$ cat config.mk
export PLATFORM = sky130hd
export DESIGN_NAME = wildcard_byte_pattern_scanner_core
export DESIGN_NICKNAME = d
export VERILOG_FILES = /design/src/rtl/core/wbps_pkg.sv /design/src/rtl/core/wbps_cfg_regs.sv /design/src/rtl/core/wbps_cell.sv /design/src/rtl/core/wildcard_byte_pattern_scanner_core.sv
export SDC_FILE = /design/constraint.sdc
export NUM_CORES = 2
export LEC_CHECK = 0
export BUFFER_PORTS_ARGS = -buffer_cell sky130_fd_sc_hd__buf_4
export CORE_UTILIZATION = 24
export DETAILED_ROUTE_END_ITERATION = 16
export GPL_ROUTABILITY_DRIVEN = 0
export PLACE_DENSITY = 0.49
export SLEW_MARGIN = 20
export SYNTH_ARGS = -nofsm -noshare
export SYNTH_HDL_FRONTEND = slang
export SYNTH_SLANG_ARGS = --single-unit
$ cat constraint.sdc
create_clock -name clk -period 8.6 [get_ports clk]
set_input_delay 1.29 -clock clk [delete_from_list [all_inputs] [get_ports clk]]
set_output_delay 1.29 -clock clk [all_outputs]
set_load 0.1 [all_outputs]
$ cat src/rtl/core/wbps_pkg.sv
// Package for the wildcard byte pattern scanner.
// Sizes, the register index codes, the configuration bundle and the skip function.
// No dependencies.
`default_nettype none

package wbps_pkg;

  localparam int MAX_PATTERN = 24;
  localparam int COUNT_BITS  = 32;
  localparam int ADDR_BITS   = 48;
  localparam int LEN_BITS    = $clog2(MAX_PATTERN + 1);
  localparam int CFG_DATA_BITS = 64;
  localparam int CFG_IDX_BITS  = 3;

  typedef enum logic [CFG_IDX_BITS-1:0] {
    CFG_PAT_LOW   = 3'd0,
    CFG_PAT_MID   = 3'd1,
    CFG_PAT_HIGH  = 3'd2,
    CFG_WILD_MASK = 3'd3,
    CFG_PAT_LEN   = 3'd4,
    CFG_BASE      = 3'd5
  } cfg_idx_t;

  typedef struct packed {
    logic [MAX_PATTERN-1:0][7:0] pattern;
    logic [MAX_PATTERN-1:0]      wild;
    logic [LEN_BITS-1:0]         len;
    logic [ADDR_BITS-1:0]        base;
    logic [LEN_BITS-1:0]         skip;
  } wbps_cfg_t;

  // Index just past the lowest run of set bits; 0 when no bit is set.
  function automatic logic [LEN_BITS-1:0] run_end(input logic [MAX_PATTERN-1:0] used);
    logic [MAX_PATTERN:0]   x;
    logic [MAX_PATTERN:0]   y;
    logic [MAX_PATTERN:0]   z;
    logic [LEN_BITS-1:0]    pos;
    x   = {1'b0, used};
    y   = x + (x & (~x + 1'b1));
    z   = y & ~x;
    pos = '0;
    for (int i = MAX_PATTERN; i >= 0; i--) begin
      if (z[i]) begin
        pos = LEN_BITS'(i);
      end
    end
    if (used == '0) begin
      pos = '0;
    end
    return pos;
  endfunction

endpackage

`default_nettype wire

$ cat src/rtl/core/wbps_cfg_regs.sv
// Configuration registers of the scanner and the values derived from them.
// Depends on wbps_pkg.
`default_nettype none

module wbps_cfg_regs (
  input  wire logic                               clk,
  input  wire logic                               rst_n,
  input  wire logic                               cfg_valid,
  output logic                                    cfg_ready,
  input  wire logic [wbps_pkg::CFG_IDX_BITS-1:0]  cfg_index,
  input  wire logic [wbps_pkg::CFG_DATA_BITS-1:0] cfg_data,
  output wbps_pkg::wbps_cfg_t                     cfg
);
  import wbps_pkg::*;

  logic [63:0]            pat_low_r, pat_mid_r, pat_high_r;
  logic [MAX_PATTERN-1:0] wild_r;
  logic [4:0]             len_r;
  logic [ADDR_BITS-1:0]   base_r;
  logic [LEN_BITS-1:0]    len_used;
  logic [MAX_PATTERN-1:0] wild_used;

  assign cfg_ready = 1'b1;

  always_ff @(posedge clk) begin
    if (!rst_n) begin
      pat_low_r  <= '0;
      pat_mid_r  <= '0;
      pat_high_r <= '0;
      wild_r     <= '0;
      len_r      <= 5'd1;
      base_r     <= '0;
    end else if (cfg_valid && cfg_ready) begin
      unique case (cfg_idx_t'(cfg_index))
        CFG_PAT_LOW:   pat_low_r  <= cfg_data;
        CFG_PAT_MID:   pat_mid_r  <= cfg_data;
        CFG_PAT_HIGH:  pat_high_r <= cfg_data;
        CFG_WILD_MASK: wild_r     <= cfg_data[MAX_PATTERN-1:0];
        CFG_PAT_LEN:   len_r      <= cfg_data[4:0];
        CFG_BASE:      base_r     <= cfg_data[ADDR_BITS-1:0];
        default: ;
      endcase
    end
  end

  // Clamp length to 1..MAX_PATTERN
  always_comb begin
    if (len_r == 5'd0) begin
      len_used = LEN_BITS'(1);
    end else if (len_r > 5'(MAX_PATTERN)) begin
      len_used = LEN_BITS'(MAX_PATTERN);
    end else begin
      len_used = LEN_BITS'(len_r);
    end
  end

  always_comb begin
    for (int j = 0; j < MAX_PATTERN; j++) begin
      wild_used[j] = wild_r[j] && (j < int'(len_used));
    end
  end

  assign cfg.pattern = {pat_high_r, pat_mid_r, pat_low_r};
  assign cfg.wild    = wild_r;
  assign cfg.len     = len_used;
  assign cfg.base    = base_r;
  assign cfg.skip    = run_end(wild_used);

endmodule

`default_nettype wire

$ cat src/rtl/core/wbps_cell.sv
// One window cell: holds one byte, passes it to the next cell, compares the incoming byte.
// Depends on nothing.
`default_nettype none

module wbps_cell (
  input  wire logic       clk,
  input  wire logic       rst_n,
  input  wire logic       shift_en,
  input  wire logic       clear,
  input  wire logic [7:0] byte_in,
  input  wire logic [7:0] pat_byte,
  input  wire logic       care,
  output logic [7:0]      byte_out,
  output logic            hit
);

  logic [7:0] byte_r;

  always_ff @(posedge clk) begin
    if (!rst_n) begin
      byte_r <= '0;
    end else if (clear) begin
      byte_r <= '0;
    end else if (shift_en) begin
      byte_r <= byte_in;
    end
  end

  // Compare the byte this cell will hold after the shift
  assign hit      = !care || (byte_in == pat_byte);
  assign byte_out = byte_r;

endmodule

`default_nettype wire

$ cat src/rtl/core/wildcard_byte_pattern_scanner_core.sv
// Top level of the wildcard byte pattern scanner: cell chain, counters, result pipeline.
// Depends on wbps_pkg, wbps_cfg_regs and wbps_cell.
//
//  channel | dir | handshake             | payload
//  in_     | in  | in_tvalid/in_tready   | in_tdata = data_byte, in_tlast = last_byte
//  out_    | out | out_tvalid/out_tready | out_tdata = match_address, out_tuser = match_found
//  cfg_    | in  | cfg_valid/cfg_ready   | cfg_index, cfg_data
//
// One byte per cycle while in_tready is high; the cell row compares every position in parallel.
// A region's result is registered in stage A at its last byte, then in stage B with the address add.
// Reset is synchronous and clears the window, counters and result valid flags.
// in_tready drops only while both result stages are full and out_tready is low.
`default_nettype none

module wildcard_byte_pattern_scanner_core (
  input  wire logic                               clk,
  input  wire logic                               rst_n,
  input  wire logic                               in_tvalid,
  output logic                                    in_tready,
  input  wire logic [7:0]                         in_tdata,   // [7:0] data_byte
  input  wire logic                               in_tlast,   // last_byte
  output logic                                    out_tvalid,
  input  wire logic                               out_tready,
  output logic [wbps_pkg::ADDR_BITS-1:0]          out_tdata,  // [47:0] match_address
  output logic                                    out_tuser,  // match_found
  input  wire logic                               cfg_valid,
  output logic                                    cfg_ready,
  input  wire logic [wbps_pkg::CFG_IDX_BITS-1:0]  cfg_index,
  input  wire logic [wbps_pkg::CFG_DATA_BITS-1:0] cfg_data
);
  import wbps_pkg::*;

  wbps_cfg_t cfg;

  logic                    in_xfer, last_xfer;
  logic [MAX_PATTERN-1:0]  hits;
  logic [MAX_PATTERN-1:0][7:0] win;
  logic [MAX_PATTERN-1:0][7:0] cell_in;

  logic [COUNT_BITS-1:0]   bytes_seen_r, bytes_seen_nxt;
  logic                    have_match_r, have_match_nxt;
  logic [COUNT_BITS-1:0]   first_start_r, first_start_nxt;
  logic [LEN_BITS-1:0]     len_m1;
  logic                    counted, new_match;
  logic [COUNT_BITS-1:0]   cand_start;

  logic                    pend_valid_r, pend_valid_nxt;
  logic                    pend_found_r, pend_found_nxt;
  logic [COUNT_BITS-1:0]   pend_start_r, pend_start_nxt;
  logic                    b_load;

  logic                    out_valid_r, out_valid_nxt;
  logic                    out_found_r, out_found_nxt;
  logic [ADDR_BITS-1:0]    out_addr_r, out_addr_nxt;

  wbps_cfg_regs u_cfg (
    .clk       (clk),
    .rst_n     (rst_n),
    .cfg_valid (cfg_valid),
    .cfg_ready (cfg_ready),
    .cfg_index (cfg_index),
    .cfg_data  (cfg_data),
    .cfg       (cfg)
  );

  assign in_xfer   = in_tvalid && in_tready;
  assign last_xfer = in_xfer && in_tlast;

  // Cell k holds window byte k (0 newest) and checks pattern position len-1-k
  for (genvar k = 0; k < MAX_PATTERN; k++) begin : g_cell
    logic [LEN_BITS-1:0] pos;
    logic                active;
    logic [7:0]          pbyte;
    logic                care;

    assign active = LEN_BITS'(k) < cfg.len;
    assign pos    = cfg.len - LEN_BITS'(1) - LEN_BITS'(k);
    assign pbyte  = active ? cfg.pattern[pos] : 8'h00;
    assign care   = active && !cfg.wild[pos];

    if (k == 0) begin : g_head
      assign cell_in[k] = in_tdata;
    end else begin : g_body
      assign cell_in[k] = win[k-1];
    end

    wbps_cell u_cell (
      .clk      (clk),
      .rst_n    (rst_n),
      .shift_en (in_xfer),
      .clear    (last_xfer),
      .byte_in  (cell_in[k]),
      .pat_byte (pbyte),
      .care     (care),
      .byte_out (win[k]),
      .hit      (hits[k])
    );
  end

  assign len_m1     = cfg.len - LEN_BITS'(1);
  assign counted    = bytes_seen_r != '1;
  assign cand_start = bytes_seen_r - COUNT_BITS'(len_m1);
  assign new_match  = counted && !have_match_r &&
                      (bytes_seen_r >= COUNT_BITS'(len_m1)) && (&hits);

  always_comb begin
    bytes_seen_nxt  = bytes_seen_r;
    have_match_nxt  = have_match_r;
    first_start_nxt = first_start_r;
    if (last_xfer) begin
      bytes_seen_nxt  = '0;
      have_match_nxt  = 1'b0;
      first_start_nxt = '0;
    end else if (in_xfer) begin
      if (counted) begin
        bytes_seen_nxt = bytes_seen_r + 1'b1;
      end
      if (new_match) begin
        have_match_nxt  = 1'b1;
        first_start_nxt = cand_start;
      end
    end
  end

  // Result stage A: found flag and match start, taken at the last byte
  assign b_load    = pend_valid_r && (!out_valid_r || out_tready);
  assign in_tready = !pend_valid_r || b_load;

  always_comb begin
    pend_valid_nxt = pend_valid_r;
    pend_found_nxt = pend_found_r;
    pend_start_nxt = pend_start_r;
    if (last_xfer) begin
      pend_valid_nxt = 1'b1;
      pend_found_nxt = have_match_r || new_match;
      pend_start_nxt = have_match_r ? first_start_r : cand_start;
    end else if (b_load) begin
      pend_valid_nxt = 1'b0;
    end
  end

  // Result stage B: final address, held until the transfer
  always_comb begin
    out_valid_nxt = out_valid_r;
    out_found_nxt = out_found_r;
    out_addr_nxt  = out_addr_r;
    if (b_load) begin
      out_valid_nxt = 1'b1;
      out_found_nxt = pend_found_r;
      out_addr_nxt  = pend_found_r ?
                      cfg.base + ADDR_BITS'(pend_start_r) + ADDR_BITS'(cfg.skip) : '0;
    end else if (out_tready) begin
      out_valid_nxt = 1'b0;
    end
  end

  always_ff @(posedge clk) begin
    if (!rst_n) begin
      bytes_seen_r  <= '0;
      have_match_r  <= 1'b0;
      first_start_r <= '0;
      pend_valid_r  <= 1'b0;
      out_valid_r   <= 1'b0;
    end else begin
      bytes_seen_r  <= bytes_seen_nxt;
      have_match_r  <= have_match_nxt;
      first_start_r <= first_start_nxt;
      pend_valid_r  <= pend_valid_nxt;
      out_valid_r   <= out_valid_nxt;
    end
  end

  always_ff @(posedge clk) begin
    pend_found_r <= pend_found_nxt;
    pend_start_r <= pend_start_nxt;
    out_found_r  <= out_found_nxt;
    out_addr_r   <= out_addr_nxt;
  end

  assign out_tvalid = out_valid_r;
  assign out_tdata  = out_addr_r;
  assign out_tuser  = out_found_r;

endmodule

`default_nettype wire

==> flow_metrics.env <==
export IMPL_status="finished clean"
export IMPL_cp_max_fo=37
export IMPL_startpoint_type="flip-flop"
export IMPL_post_cts_hold_buffer_count=0
export IMPL_worstSetupEndpointType="flip-flop"
export IMPL_ys_ff_latch=602
export IMPL_clk_root_buffer_cell="sky130_fd_sc_hd__clkbuf_16"
export IMPL_remaining_drc_errors=0
export IMPL_fillCellCount=20400
export IMPL_worst_setup_hold_path_clk_slew_ns=0.06
export IMPL_vert_die_dim_um=440
export IMPL_slew_headroom_pct=12.1
export IMPL_tritoncts_clock_tree="done"
export IMPL_vias_per_cell=5.75
export IMPL_slowest_delay_ns=0.55
export IMPL_synth_edff_count=82
export IMPL_drv_cap=0
export IMPL_synthAdderAreaFrac_pct=2.61
export IMPL_post_synth_and_or_nand_nor_area_fraction_pct=21.6
export IMPL_core_area_um2=190000
export IMPL_critical_path_top_delay_family="compound AO/OA/AOI/OAI gates"
export IMPL_vias=46800
export IMPL_antenna_left=0
export IMPL_design_final_nets=5733
export IMPL_die_width_um=440
export IMPL_via_count_of_the_first_global_routing_pass=42100
export IMPL_grtUsageTotal_pct=23.1
export IMPL_critPathKind="reg -> reg"
export IMPL_maxSlewViolCount=0
export IMPL_clkLatencyLatePin_ns=0.73
export IMPL_final_layout_size_suffix_gt1_share_pct=13.7
export IMPL_synth_compound_area_share_pct=20.4
export IMPL_fin_worst_hold_slack_ns=0.456
export IMPL_vdd_drop_max_v=0.000150
export IMPL_syn_to_final_growth_pct=13.7
export IMPL_cts_root_to_sink_buffers=3
export IMPL_fin_worst_skew_ns=0.0374
export IMPL_final_util_pct=27.5
export IMPL_synth_top_area_share_pct=22.6
export IMPL_grt_start_max_net_pins=186
export IMPL_routed_wire_length_per_instance_um=28.5
export IMPL_leakagePower_nw=18.3
export IMPL_synth_warning_count=0
export IMPL_r2r_setup_slack_ns=0.41
export IMPL_io_buffer_count=131
export IMPL_synthArstFlopShare_pct=0
export IMPL_drt_first_iter_violations=6625
export IMPL_arrival_time_of_the_worst_setup_path_ns=8.67
export IMPL_design_die_area_um2=194000
export IMPL_cts_buffers=72
export IMPL_synthXorXnorAreaFrac_pct=3.67
export IMPL_finalWirelength_um=232000
export IMPL_design_portCount=133
export IMPL_synthMuxAreaShare_pct=19.4
export IMPL_hold_viol=0
export IMPL_first_pass_grt_wire_length_um=322000
export IMPL_crit_slowest_cell="sky130_fd_sc_hd__a2111oi_0"
export IMPL_drtPass1Iterations=9
export IMPL_worst_slew_pin_slew_ns=1.32
export IMPL_syn_inst=5620
export IMPL_cts_max_level=3
export IMPL_cts_sink_count=602
export IMPL_syn_avg_cell_area_um2=8.19
export IMPL_synth_net_count=5793
export IMPL_critical_path_required_ns=9.08
export IMPL_timing_hold_worst_class="reg -> reg"
export IMPL_antenna_violations_before_repair=8
export IMPL_synth_top_cells_by_area="sky130_fd_sc_hd__dfxtp_1 (23%), sky130_fd_sc_hd__nand2_1 (10%), sky130_fd_sc_hd__mux4_2 (9.0%)"
export IMPL_timing_critical_path_buf_inv=5
export IMPL_fin_crit_ns=8.19
export IMPL_globalRouteOverflowTotal=0
export IMPL_max_freq_mhz=122
export IMPL_synthesized_cell_area_um2=46100
export IMPL_synth_top_family_by_area="simple AND/OR/NAND/NOR gates"
export IMPL_ys_types=92
export IMPL_placement_rows=160
export IMPL_place_hpwl_um=178000
export IMPL_synth_flop_cell="sky130_fd_sc_hd__dfxtp_1"
export IMPL_synth_area_leader_cell="sky130_fd_sc_hd__dfxtp_1"
export IMPL_post_route_period_util_pct=95.3
export IMPL_timing_final_setup_violations=0
export IMPL_synth_yosys_seq_area_share_pct=28.0
export IMPL_initial_core_util_pct=24.2
export IMPL_power_per_cell_area_nw_per_um2=138
registers in the layout, indices dropped and copies added, names as in the netlist, 5 cells and up:
register,cells
g_cell.u_cell.byte_out,184
u_cfg.pat_high_r,64
u_cfg.pat_low_r,64
u_cfg.pat_mid_r,64
out_tdata,48
u_cfg.base_r,48
bytes_seen_r,32
first_start_r,32
pend_start_r,32
u_cfg.wild_r,24
u_cfg.len_r,5
cell families (layout without fill, tap and decap cells):
kind of cell,Yosys count,after routing
xor gates and xnor gates,189,189
other,1,9
DFF,602,602
buffers and inverters,507,504
muxes,647,647
and+or+nand+nor,2198,2198
adders and majority gates,92,92
AOI/OAI and AO/OA,1384,1384
metrics by stage:
stage | TNS, ns | setup WS, ns | std cells | instance area (um^2) | total power, W
4_1_cts | 0 | 0.0130 | 8128 | 52300 | 0.00724
6_report | 0 | 0.405 | 8136 | 52400 | 0.00723
5_1_grt | -0.000155 | -0.000155 | 8130 | 52300 | 0.00743
2_1_floorplan | 0 | 0.152 | 5620 | 46100 | 0.00362
3_5_place_dp | -0.143 | -0.103 | 7997 | 49800 | 0.00403
3_3_place_gp | -0.0671 | -0.0576 | 7997 | 49800 | 0.00402
Yosys cell counts (36+ instances only):
library cell and instances:
sky130_fd_sc_hd__a22oi_1 46, sky130_fd_sc_hd__mux4_2 185, sky130_fd_sc_hd__a21boi_0 282, sky130_fd_sc_hd__o22ai_1 66, sky130_fd_sc_hd__edfxtp_1 82, sky130_fd_sc_hd__mux2i_1 354
sky130_fd_sc_hd__nor3_1 119, sky130_fd_sc_hd__inv_1 95, sky130_fd_sc_hd__o21ai_0 160, sky130_fd_sc_hd__buf_1 37, sky130_fd_sc_hd__clkbuf_1 310, sky130_fd_sc_hd__nor2b_1 36
sky130_fd_sc_hd__nand4_1 45, sky130_fd_sc_hd__xnor2_1 98, sky130_fd_sc_hd__mux2_2 108, sky130_fd_sc_hd__buf_2 40, sky130_fd_sc_hd__or3_1 50, sky130_fd_sc_hd__dfxtp_1 520
sky130_fd_sc_hd__a211oi_1 59, sky130_fd_sc_hd__nand2_1 1231, sky130_fd_sc_hd__nor2_1 278, sky130_fd_sc_hd__and2_1 73, sky130_fd_sc_hd__nand2b_1 64, sky130_fd_sc_hd__nand3_1 104
sky130_fd_sc_hd__a21oi_1 360, sky130_fd_sc_hd__a221oi_1 42, sky130_fd_sc_hd__nor4_1 50, sky130_fd_sc_hd__xor2_1 88, sky130_fd_sc_hd__ha_1 85
area by class of cell:
type	count	area [um^2]	share of cell area, %
Clock buffer	96	2040	3.91
Sequential cell	602	12900	24.6
Multi-Input combinational cell	4511	31400	60.0
Inverter	104	398	0.760
Antenna cell	8	20.0	0.0382
Clock inverter	35	402	0.767
Timing Repair Buffer	269	2070	3.96
Tap cell	2511	3140	6.00
what timing repair did:
item                                    CTS  global route
pin swaps                                 0             1
endpoints found under the setup margin   10            19
setup buffers                             0             0
gates resized for setup                   2            14
cells in the final DEF (no fill, tap or decap), types with 74 or more instances in the layout:
| cell type | instances |
|---|---|
| sky130_fd_sc_hd__xnor2_1 | 93 |
| sky130_fd_sc_hd__dfxtp_1 | 516 |
| sky130_fd_sc_hd__o21ai_0 | 154 |
| sky130_fd_sc_hd__a21boi_0 | 280 |
| sky130_fd_sc_hd__mux2i_1 | 351 |
| sky130_fd_sc_hd__edfxtp_1 | 82 |
| sky130_fd_sc_hd__mux2_2 | 108 |
| sky130_fd_sc_hd__clkbuf_16 | 74 |
| sky130_fd_sc_hd__nor3_1 | 117 |
| sky130_fd_sc_hd__nand2_1 | 1229 |
| sky130_fd_sc_hd__ha_1 | 83 |
| sky130_fd_sc_hd__mux4_2 | 185 |
| sky130_fd_sc_hd__xor2_1 | 88 |
| sky130_fd_sc_hd__buf_4 | 262 |
| sky130_fd_sc_hd__inv_1 | 94 |
| sky130_fd_sc_hd__a21oi_1 | 360 |
| sky130_fd_sc_hd__nand3_1 | 104 |
| sky130_fd_sc_hd__nor2_1 | 276 |
power breakdown:
| part | internal, W | leakage, nW | switching [W] | total (W) |
|---|---|---|---|---|
| Clock | 0.00184 | 1.21 | 0.00138 | 0.00322 |
| Sequential | 0.00290 | 4.97 | 0.0000705 | 0.00298 |
| Combinational | 0.000320 | 12.1 | 0.000711 | 0.00103 |
| Total | 0.00507 | 18.3 | 0.00216 | 0.00723 |
path summary, 6_finish.rpt:
check,startpoint,to,depth (start not counted)
worst max-delay path,u_cfg.len_r[3],out_tdata[34],33
worst min-delay path,first_start_r[16],first_start_r[16],2
worst max register to register,u_cfg.len_r[3],out_tdata[34],33
worst min register to register,first_start_r[16],first_start_r[16],2
layer usage:
layer  track usage, %  up-vias  routed length [um]
li1                 -    20400                   -
met1             29.5    22900               91500
met2             33.1     2901               94900
met3             7.77      651               27900
met4             14.4        6               17200
met5                0        -                  46
worst register-to-register path: cells and delay by family, from the launching register on:
kind	cells	cell delay, ns
flops	1	0.41
buf+inv	5	0.93
simple gates	9	1.65
compound gates	15	3.77
xor+xnor	1	0.06
fa+ha+maj	3	1.12
Note: power is estimated with default switching activity, not from simulation.
